==> config.mk <==
export PLATFORM = sky130hd
export DESIGN_NAME = dual_encoder_counter_velocity_core
export DESIGN_NICKNAME = d
export VERILOG_FILES = /design/src/hdl/decv_pkg.sv /design/src/hdl/dual_encoder_counter_velocity_core.sv /design/src/hdl/decv_lane.sv
export SDC_FILE = /design/constraint.sdc
export NUM_CORES = 2
export LEC_CHECK = 0
export BUFFER_PORTS_ARGS = -buffer_cell sky130_fd_sc_hd__buf_2
export CAP_MARGIN = 20
export CORE_UTILIZATION = 51
export DETAILED_ROUTE_END_ITERATION = 12
export PLACE_DENSITY = 0.67
export SETUP_SLACK_MARGIN = 0.1
export SLEW_MARGIN = 20
export SYNTH_ARGS = -nofsm -noshare
export SYNTH_HDL_FRONTEND = slang
export SYNTH_HIERARCHICAL = 1
export SYNTH_SLANG_ARGS = --single-unit
==> constraint.sdc <==
create_clock -name clock -period 18.35 [get_ports clock]
set_input_delay 2.7525 -clock clock [delete_from_list [all_inputs] [get_ports clock]]
set_output_delay 2.7525 -clock clock [all_outputs]
set_load 0.02 [all_outputs]
==> src/hdl/decv_pkg.sv <==
// Shared types and constants for the dual encoder counter and velocity core.
`default_nettype none
package decv_pkg;

   // Configuration register indexes
   localparam logic [1:0] REG_DISTANCE_PER_TICK = 2'd0;
   localparam logic [1:0] REG_LEFT_POLARITY     = 2'd1;
   localparam logic [1:0] REG_RIGHT_POLARITY    = 2'd2;

   // Reset values of the configuration registers
   localparam logic [15:0] DISTANCE_RESET       = 16'd155;
   localparam logic        LEFT_POLARITY_RESET  = 1'b0;
   localparam logic        RIGHT_POLARITY_RESET = 1'b1;

   // um/us to mm/s scale and width of distance * scale
   localparam int          K_BITS   = 26;
   localparam logic [9:0]  MM_SCALE = 10'd1000;

   // Interval field width
   localparam int          IV_BITS  = 20;

   // Saturation limits of the 32-bit velocity
   localparam logic [31:0] POS_LIMIT = 32'h7FFF_FFFF;
   localparam logic [31:0] NEG_LIMIT = 32'h8000_0000;

   // Command from the top level to one lane
   typedef struct packed {
      logic step;
      logic func;
      logic a;
      logic b;
      logic pol;
   } lane_cmd_type;

   // Status from one lane to the merging stage
   typedef struct packed {
      logic        done;
      logic [31:0] ticks;
      logic [31:0] speed;
   } lane_status_type;

endpackage
`default_nettype wire

==> src/hdl/dual_encoder_counter_velocity_core.sv <==
// Top level: configuration, input beat control, two encoder lanes and result merge.
//
// Input channel req_*: one beat samples both encoders (tdata) and says with
// tuser whether velocities are measured too. Result channel rsp_*: one beat
// per input beat, carrying both tick counts and both velocities, with tuser
// flagging a measured result. Configuration csr_*: a write lands on the edge
// where csr_we is high; index 0 distance per tick, 1 left polarity, 2 right
// polarity.
// Sequence: a sample-only beat is merged from the busy state once the output is
// free. A measure beat runs both lanes' serial units side by side: NCH multiply
// steps (NCH = ceil(COUNT_BITS/16), one 16 x 26 partial product each), then
// NCH*16+26 restoring divide steps of one quotient bit each, a saturate step
// and a merge step. One item is in work at a time and the next beat is taken
// the cycle after the merge. req_tready is also high while a finished result
// waits in the output register. Reset (synchronous, active high) clears
// counters, snapshots, previous A levels and loads the register reset values.
// A stalled receiver holds the result beat; the next finished result waits in
// the lanes until it is taken.
`default_nettype none
module dual_encoder_counter_velocity_core #(
   parameter int COUNT_BITS = 32
) (
   input  wire         clock,
   input  wire         reset,
   // Input channel
   input  wire         req_tvalid,
   output logic        req_tready,
   // [0] left_a, [1] left_b, [2] right_a, [3] right_b, [23:4] interval_us
   input  wire [23:0]  req_tdata,
   // [0] func
   input  wire [0:0]   req_tuser,
   // Result channel
   output logic        rsp_tvalid,
   input  wire         rsp_tready,
   // [31:0] left_ticks, [63:32] right_ticks, [95:64] left_speed_mm_s,
   // [127:96] right_speed_mm_s
   output logic [127:0] rsp_tdata,
   // [0] speed_valid
   output logic [0:0]  rsp_tuser,
   // Configuration port
   input  wire         csr_we,
   input  wire [1:0]   csr_addr,
   input  wire [15:0]  csr_wdata
);
   import decv_pkg::*;

   localparam logic T_IDLE = 1'b0;
   localparam logic T_BUSY = 1'b1;

   logic        state_ff, state_in;
   logic        func_ff, func_in;
   logic        out_valid_ff, out_valid_in;
   logic [127:0] out_data_ff, out_data_in;
   logic        out_user_ff, out_user_in;
   logic [15:0] dist_ff;
   logic        lpol_ff;
   logic        rpol_ff;

   logic                 accept;
   logic [K_BITS-1:0]    k_scale;
   lane_cmd_type         left_cmd, right_cmd;
   lane_status_type      left_st, right_st;
   logic                 merge;

   // Configuration registers
   always_ff @(posedge clock) begin
      if (reset) begin
         dist_ff <= DISTANCE_RESET;
         lpol_ff <= LEFT_POLARITY_RESET;
         rpol_ff <= RIGHT_POLARITY_RESET;
      end else if (csr_we) begin
         unique case (csr_addr)
            REG_DISTANCE_PER_TICK: dist_ff <= csr_wdata;
            REG_LEFT_POLARITY:     lpol_ff <= csr_wdata[0];
            REG_RIGHT_POLARITY:    rpol_ff <= csr_wdata[0];
            default: begin
            end
         endcase
      end
   end

   assign k_scale    = K_BITS'(dist_ff) * K_BITS'(MM_SCALE);
   assign req_tready = (state_ff == T_IDLE);
   assign accept     = req_tvalid && req_tready;

   // Lane commands
   always_comb begin
      left_cmd.step  = accept;
      left_cmd.func  = req_tuser[0];
      left_cmd.a     = req_tdata[0];
      left_cmd.b     = req_tdata[1];
      left_cmd.pol   = lpol_ff;
      right_cmd.step = accept;
      right_cmd.func = req_tuser[0];
      right_cmd.a    = req_tdata[2];
      right_cmd.b    = req_tdata[3];
      right_cmd.pol  = rpol_ff;
   end

   decv_lane #(.COUNT_BITS(COUNT_BITS)) u_left (
      .clock       (clock),
      .reset       (reset),
      .cmd         (left_cmd),
      .interval_us (req_tdata[23:4]),
      .k_scale     (k_scale),
      .status      (left_st)
   );

   decv_lane #(.COUNT_BITS(COUNT_BITS)) u_right (
      .clock       (clock),
      .reset       (reset),
      .cmd         (right_cmd),
      .interval_us (req_tdata[23:4]),
      .k_scale     (k_scale),
      .status      (right_st)
   );

   // Merge lane results into the output register
   assign merge = (state_ff == T_BUSY) && left_st.done && right_st.done
                  && (!out_valid_ff || rsp_tready);

   always_comb begin
      state_in     = state_ff;
      func_in      = func_ff;
      out_valid_in = out_valid_ff && !rsp_tready;
      out_data_in  = out_data_ff;
      out_user_in  = out_user_ff;
      unique case (state_ff)
         T_IDLE: begin
            if (accept) begin
               func_in  = req_tuser[0];
               state_in = T_BUSY;
            end
         end
         T_BUSY: begin
            if (merge) begin
               out_valid_in = 1'b1;
               out_data_in  = {right_st.speed, left_st.speed,
                               right_st.ticks, left_st.ticks};
               out_user_in  = func_ff;
               state_in     = T_IDLE;
            end
         end
         default: begin
            state_in = T_IDLE;
         end
      endcase
   end

   // Control state
   always_ff @(posedge clock) begin
      if (reset) begin
         state_ff     <= T_IDLE;
         out_valid_ff <= 1'b0;
      end else begin
         state_ff     <= state_in;
         out_valid_ff <= out_valid_in;
      end
   end

   // Payload registers
   always_ff @(posedge clock) begin
      func_ff     <= func_in;
      out_data_ff <= out_data_in;
      out_user_ff <= out_user_in;
   end

   assign rsp_tvalid   = out_valid_ff;
   assign rsp_tdata    = out_data_ff;
   assign rsp_tuser[0] = out_user_ff;

endmodule
`default_nettype wire

==> src/hdl/decv_lane.sv <==
// One encoder lane: x1 tick counter, measure snapshot and serial velocity unit.
`default_nettype none
module decv_lane #(
   parameter int COUNT_BITS = 32
) (
   input  wire                         clock,
   input  wire                         reset,
   input  wire decv_pkg::lane_cmd_type cmd,
   input  wire [decv_pkg::IV_BITS-1:0] interval_us,
   input  wire [decv_pkg::K_BITS-1:0]  k_scale,
   output decv_pkg::lane_status_type   status
);
   import decv_pkg::*;

   localparam int CHUNK = 16;
   localparam int NCH   = (COUNT_BITS + CHUNK - 1) / CHUNK;
   localparam int MAGW  = NCH * CHUNK;
   localparam int PW    = MAGW + K_BITS;
   localparam int CW    = $clog2(PW + 1);

   localparam logic [1:0] L_IDLE = 2'd0;
   localparam logic [1:0] L_MUL  = 2'd1;
   localparam logic [1:0] L_DIV  = 2'd2;
   localparam logic [1:0] L_FIN  = 2'd3;

   logic [1:0]            state_ff, state_in;
   logic [COUNT_BITS-1:0] count_ff, count_in;
   logic [COUNT_BITS-1:0] snap_ff, snap_in;
   logic                  prev_a_ff, prev_a_in;
   logic [CW-1:0]         cnt_ff, cnt_in;
   logic [MAGW-1:0]       mag_ff, mag_in;
   logic [PW-1:0]         acc_ff, acc_in;
   logic [IV_BITS-1:0]    rem_ff, rem_in;
   logic [IV_BITS-1:0]    iv_ff, iv_in;
   logic [K_BITS-1:0]     k_ff, k_in;
   logic                  neg_ff, neg_in;
   logic [31:0]           speed_ff, speed_in;

   logic [COUNT_BITS-1:0] stepped;
   logic [COUNT_BITS-1:0] delta;
   logic [COUNT_BITS-1:0] delta_mag;
   logic [CHUNK-1:0]      chunk;
   logic [CHUNK+K_BITS-1:0] prod;
   logic [IV_BITS:0]      rem_sh;
   logic                  rem_ge;
   logic                  q_ovf;
   logic [31:0]           q_low;
   logic [31:0]           limit;
   logic [31:0]           v_sat;

   // Counter step on a rising edge of A
   always_comb begin
      stepped = count_ff;
      if (cmd.a && !prev_a_ff) begin
         if (cmd.b ^ cmd.pol) begin
            stepped = count_ff - COUNT_BITS'(1);
         end else begin
            stepped = count_ff + COUNT_BITS'(1);
         end
      end
      delta     = stepped - snap_ff;
      delta_mag = delta[COUNT_BITS-1] ? (COUNT_BITS'(0) - delta) : delta;
   end

   // Datapath terms of the multiply and divide steps
   always_comb begin
      chunk  = mag_ff[MAGW-1 -: CHUNK];
      prod   = chunk * k_ff;
      rem_sh = {rem_ff, acc_ff[PW-1]};
      rem_ge = rem_sh >= {1'b0, iv_ff};
      q_ovf  = |acc_ff[PW-1:32];
      q_low  = acc_ff[31:0];
      limit  = neg_ff ? NEG_LIMIT : POS_LIMIT;
      v_sat  = (q_ovf || (q_low > limit)) ? limit : q_low;
   end

   // Lane sequencer
   always_comb begin
      state_in  = state_ff;
      count_in  = count_ff;
      snap_in   = snap_ff;
      prev_a_in = prev_a_ff;
      cnt_in    = cnt_ff;
      mag_in    = mag_ff;
      acc_in    = acc_ff;
      rem_in    = rem_ff;
      iv_in     = iv_ff;
      k_in      = k_ff;
      neg_in    = neg_ff;
      speed_in  = speed_ff;
      unique case (state_ff)
         L_IDLE: begin
            if (cmd.step) begin
               count_in  = stepped;
               prev_a_in = cmd.a;
               speed_in  = 32'd0;
               if (cmd.func) begin
                  snap_in  = stepped;
                  neg_in   = delta[COUNT_BITS-1];
                  mag_in   = MAGW'(delta_mag);
                  acc_in   = '0;
                  rem_in   = '0;
                  iv_in    = interval_us;
                  k_in     = k_scale;
                  cnt_in   = '0;
                  state_in = L_MUL;
               end
            end
         end
         L_MUL: begin
            mag_in = mag_ff << CHUNK;
            acc_in = (acc_ff << CHUNK) + PW'(prod);
            if (cnt_ff == CW'(NCH - 1)) begin
               cnt_in   = '0;
               state_in = L_DIV;
            end else begin
               cnt_in = cnt_ff + CW'(1);
            end
         end
         L_DIV: begin
            acc_in = {acc_ff[PW-2:0], rem_ge};
            rem_in = rem_ge ? IV_BITS'(rem_sh - {1'b0, iv_ff}) : IV_BITS'(rem_sh);
            if (cnt_ff == CW'(PW - 1)) begin
               state_in = L_FIN;
            end else begin
               cnt_in = cnt_ff + CW'(1);
            end
         end
         L_FIN: begin
            if (iv_ff == '0) begin
               speed_in = 32'd0;
            end else begin
               speed_in = neg_ff ? (32'd0 - v_sat) : v_sat;
            end
            state_in = L_IDLE;
         end
         default: begin
            state_in = L_IDLE;
         end
      endcase
   end

   // Control state
   always_ff @(posedge clock) begin
      if (reset) begin
         state_ff  <= L_IDLE;
         count_ff  <= '0;
         snap_ff   <= '0;
         prev_a_ff <= 1'b0;
         cnt_ff    <= '0;
      end else begin
         state_ff  <= state_in;
         count_ff  <= count_in;
         snap_ff   <= snap_in;
         prev_a_ff <= prev_a_in;
         cnt_ff    <= cnt_in;
      end
   end

   // Datapath registers
   always_ff @(posedge clock) begin
      mag_ff   <= mag_in;
      acc_ff   <= acc_in;
      rem_ff   <= rem_in;
      iv_ff    <= iv_in;
      k_ff     <= k_in;
      neg_ff   <= neg_in;
      speed_ff <= speed_in;
   end

   assign status.done  = (state_ff == L_IDLE);
   assign status.ticks = 32'($signed(count_ff));
   assign status.speed = speed_ff;

endmodule
`default_nettype wire

# == Yosys cells after proc, flatten, opt, wreduce, memory -nomap -nowiden ==
# Index checks and enable logic that the tools add are counted.
# op_classes
n_shift,0
bitwise_logic,3
n_lt_le_gt_ge,4
muxes,54
reduce_logical,50
add_sub_neg,16
n_div,0
eq_ne,22
mul,3
# ops
operator,n
32-bit two-way mux,19
58-bit one-hot mux with 3 select lines,2
32-bit one-hot mux with 2 select lines,4
"1-bit by 32-bit subtractor with 32-bit output, first input constant",4
58-bit by 42-bit adder with 58-bit output,2
58-bit two-way mux,2
20-bit two-way mux,4
20-bit one-hot mux with 2 select lines,2
16-bit by 23-bit multiplier with 39-bit output,2
"32-bit by 1-bit adder with 32-bit output, second input constant",2
32-bit greater-than comparator,2
"32-bit by 1-bit subtractor with 32-bit output, second input constant",2
32-bit subtractor,2
26-bit OR reduction,2
21-bit by 20-bit >= comparator with 1-bit output,2
20-bit logical NOT,2
20-bit subtractor,2
6-bit two-way mux,6
6-bit one-hot mux with 3 select lines,2
3-bit AND reduction,8
"16-bit by 7-bit multiplier with 23-bit output, second input constant",1
2-bit AND reduction,9
2-bit one-hot mux with 4 select lines,2
4-bit AND reduction,4
18 further kinds,63
# word_totals
inputBits,48
ff_bits,668
memories,0
mem_bits_ro,0
mem_bits_rw,0
latchBits,0
elab_cells,184
output_inout_bits,131

# == Longest topological paths before layout ==
# depth
ltp_word,9
ltp_mapped,28
ltp_nobuf,27

# == Hierarchy ==
# Netlist, hierarchy kept.
# modules_own_cells
mod,instances,seq_area_each_um2,cells_per_inst,area_per_inst_um2
decv_lane (u_right),1,7136.8,3679,32243.4
decv_lane (u_left),1,7136.8,3603,31780.5
dual_encoder_counter_velocity_core,1,4304.1,517,7432.1

# == Worst setup path after synthesis ==
# Ideal clock, no wire load.
# synth_path
path_kind,in2reg
startpoint,input req_tdata[1]
endpoint,register u_left.mag_ff[30] (data pin)
stages,24
setup_ps,260
path_buffers,1
path_slack_ps,8205
t_arrival_ps,9885
t_required_ps,18090
path_cell_list,xor2_1 ha_1 nor2b_1 o21a_1 o21ai_0 or4b_2 a221oi_1 o31a_1 o21bai_1 a21oi_1 xnor2_1 mux2i_1 inv_1 ha_1 clkbuf_1 a221o_1 or4_1 mux2_2 a2bb2oi_1 nand4_1 or4_4 o31ai_2 xnor2_1 mux2_4
# synth_via
elab_chain_cells,9
# synth_lines
item,line,text
start: declaration,dual_encoder_counter_velocity_core.sv:29,"input wire [23:0] req_tdata,"
1-bit XOR *,decv_lane.sv:55,if (cmd.b ^ cmd.pol) begin
32-bit two-way mux *,decv_lane.sv:55,
32-bit two-way mux *,decv_lane.sv:54,if (cmd.a && !prev_a_ff) begin
net u_left.stepped[22],decv_lane.sv:39,logic [COUNT_BITS-1:0] stepped;
32-bit subtractor *,decv_lane.sv:61,delta = stepped - snap_ff;
1-bit by 32-bit subtractor with 32-bit output,decv_lane.sv:62,delta_mag = delta[COUNT_BITS-1] ? (COUNT_BITS'(0) - delta) : delta;
32-bit two-way mux *,decv_lane.sv:62,
32-bit two-way mux *,decv_lane.sv:97,if (cmd.func) begin
32-bit two-way mux *,decv_lane.sv:93,if (cmd.step) begin
32-bit one-hot mux with 2 select lines *,decv_lane.sv:91,unique case (state_ff)
net u_left.mag_in[30],decv_lane.sv:31,"logic [MAGW-1:0] mag_ff, mag_in;"
end signal: assignment,decv_lane.sv:162,mag_ff <= mag_in;
end: declaration,decv_lane.sv:31,
# The timed path passes the listed nets; every way through them passes the cells marked *. The select of a mux whose other input is x is not followed.
# A chain may end at the register's enable or synchronous reset.

# == Worst setup path after layout ==
# Ends and elaborated chain as after synthesis.

==> results.py <==
metrics = {
    "synth": {
        "synth_area_leader_cell": "fa_1",
        "synth.avg_cell_area_um2": 9.16,
        "synthCells": 7799,
        "synth_seq_area_share_pct": 26.0,
        "yosys_warnings": 6,
        "ys_ff_latch": 674,
        "ys.flop_type": "edfxtp_1",
        "synth_edf_count": 508,
        "synth_top_area_share_pct": 21.9,
        "syn_area_mm2": 0.0715,
        "synthDistinctLibCells": 107,
        "synthTopCellsByCount": "inv_1, nand2_1, fa_1",
        "synth_most_common_cell": "inv_1",
        "synthArstFlopShare_pct": 0,
        "ys_top_cells_by_area": "fa_1, edfxtp_1, ha_1",
    },
    "detailed_routing": {
        "detail_route.wirelength_um": 190000,
        "drtAntennaViolNets": 0,
        "wire_per_inst_um": 19.5,
        "drc": 0,
        "vias": 55600,
        "drt_iter0_markers": 4694,
        "avgViaCountPerCell": 5.71,
        "firstDrtPassIters": 6,
    },
    "run_status": {
        "status": "finished, final reports clean",
    },
    "placed_design": {
        "place_congestion": 0.926,
        "portBuffers": 178,
        "dpl.hpwl_um": 146000,
    },
    "global_route": {
        "grt_pass1_wl_um": 304000,
        "grt_pass1_vias": 55600,
        "grt_max_degree": 91,
        "grt.total_usage_pct": 27.1,
        "antenna_found_initial": 7,
        "overflow": 0,
    },
    "clock_tree": {
        "postCtsSetupBuffers": 0,
        "ctsRootBufferMaster": "clkbuf_16",
        "cts_buffers": 80,
        "clk_pin_slew_ns": 0.06,
        "cts_resized": 0,
        "cts_tree": "yes",
        "h-tree-depth": 3,
        "hold_buffers": 0,
        "clk_path_buf_depth": 3,
        "clock_latency_ns": 0.73,
        "clock-sinks": 674,
    },
    "floorplan": {
        "fp.dieH_um": 376,
        "design.portCount": 179,
        "die_w_um": 376,
        "core-area_mm2": 0.138,
        "row_count": 136,
        "die-area_mm2": 0.142,
        "initial_utilization_pct": 51.7,
    },
    "final_layout": {
        "multi_input_area_mm2": 0.0469,
        "fillers": 12500,
        "drive_above_1_share_pct": 6.26,
        "final_nets": 9193,
        "ff_latch_area_mm2": 0.0186,
        "area_delta_synth_final_pct": 7.78,
        "largest_register_ff_count": 128,
    },
    "worst_setup_path": {
        "path_class": "input port to flip-flop",
        "worst-path-max-fanout": 36,
        "required_ns": 18.80,
        "start_kind": "input port",
        "worstPathArrival_ns": 9.89,
        "cp-end-kind": "flip-flop",
    },
    "sta": {
        "skew_ns": 0.0817,
        "post-route-min-period_ns": 9.43,
        "hold_viol": 0,
        "slew_headroom_pct": 23.3,
        "max_freq_mhz": 106,
        "setup_violations": 0,
        "setup_tns_ns": 0,
        "finalMaxSlewViolations": 0,
        "tightest_slew_ns": 1.15,
        "rsz0062_at_grt": "no",
        "final.period_utilization_pct": 51.4,
    },
    "hold_path": {
        "hp-class": "flip-flop to flip-flop",
    },
    "flow_run": {
        "maxCapViolations": 0,
    },
}
## layout by cell type, fill, tap and decap left out, types with 45 or more instances in the layout
cell       count
nor4_1        46
mux2i_1       55
or3_1         45
o21a_1        60
ha_1         553
a21oi_1      347
nor2b_1       97
buf_4         69
edfxtp_1     508
inv_1       1283
fa_1         780
clkbuf_16     83
and2_1       381
nand3_1       92
xnor2_1      153
nor2_1       413
a211oi_1     139
a21o_1       182
a31oi_1       49
o21ai_0      296
xor2_1       115
dfxtp_1      166
nand2_1      905
nand4_1       75
a22oi_1       47
nor3_1       118
buf_2        177
## through the flow
step	setup WS [ns]	util, %	hold slack [ns]	instances	area (um^2)
floorplan	8.20	-	0.400	7804	71500
global placement	8.39	53.6	0.404	9585	74100
detailed placement	8.30	53.6	0.405	9585	74100
CTS	9.03	55.6	0.414	9733	76900
global route	8.51	55.7	0.426	9739	77000
finish	8.92	55.7	0.412	9742	77000
## critical path: stages
cell and delay (ns):
buf_2 0.13, xor2_4 0.14, buf_4 0.38, ha_1 0.35
nor2b_1 0.16, o21a_1 0.18, o21ai_0 0.20, or4b_2 0.67
a221oi_1 0.59, o31a_1 0.27, o21bai_1 0.14, a31oi_1 0.22
xnor2_1 0.08, mux2i_1 0.24, inv_1 0.08, ha_1 0.27
a21oi_1 0.21, o21a_1 0.17, nand3_1 0.07, nor3_1 0.40
nor3_1 0.12, nor3b_1 0.55, nand4_1 0.25, or4_4 0.63
o31ai_2 0.25, xnor2_1 0.10, mux2_4 0.25
## layout make-up
class                           count  area share (%)
Multi-Input combinational cell   5512            60.9
Sequential cell                   674            24.1
Inverter                         1289            6.29
Tap cell                         1863            3.03
Clock buffer                      101            2.85
Timing Repair Buffer              253            1.99
Clock inverter                     47           0.809
Antenna cell                        3         0.00975
## per-layer routing
metal / part of all wire [%] / up-vias / track usage [%] / wire length (um)
met2: 45 / 1903 / 42.9 / 85900
li1: - / 25900 / - / -
met3: 7.9 / 320 / 5.25 / 14900
met4: 2.8 / 4 / 7.34 / 5270
met1: 44 / 27500 / 38.0 / 83600
met5: 0.014 / - / 0 / 26
## path summary, 6_finish.rpt
kind                       startpoint                end  slack (ns)  cells after the start
setup / recovery         req_tdata[1]  u_left/mag_ff[30]        8.92                     27
hold / removal    u_right/speed_ff[6]     rsp_tdata[102]        0.41                      0
setup reg to reg       u_left/k_ff[5]  u_left/acc_ff[57]        9.89                     21
hold reg to reg   u_right/speed_ff[6]     rsp_tdata[102]        0.41                      0
## kinds of logic (layout without fill, tap and decap cells)
| family | after synthesis | count (layout) | share of synthesized area (%) |
|---|---|---|---|
| buffers and inverters | 1618 | 1690 | 8.54 |
| AOI/OAI and AO/OA | 1466 | 1466 | 13.5 |
| muxes | 65 | 65 | 0.933 |
| xor gates and xnor gates | 272 | 272 | 3.37 |
| adders and majority gates | 1335 | 1335 | 31.6 |
| and+or+nand+nor | 2368 | 2368 | 16.0 |
| DFF | 674 | 674 | 26.0 |
| other | 1 | 9 | 0.00525 |
Power is not shown: default switching activity piles up to over one toggle a cycle in this logic, so the estimate is an artifact.
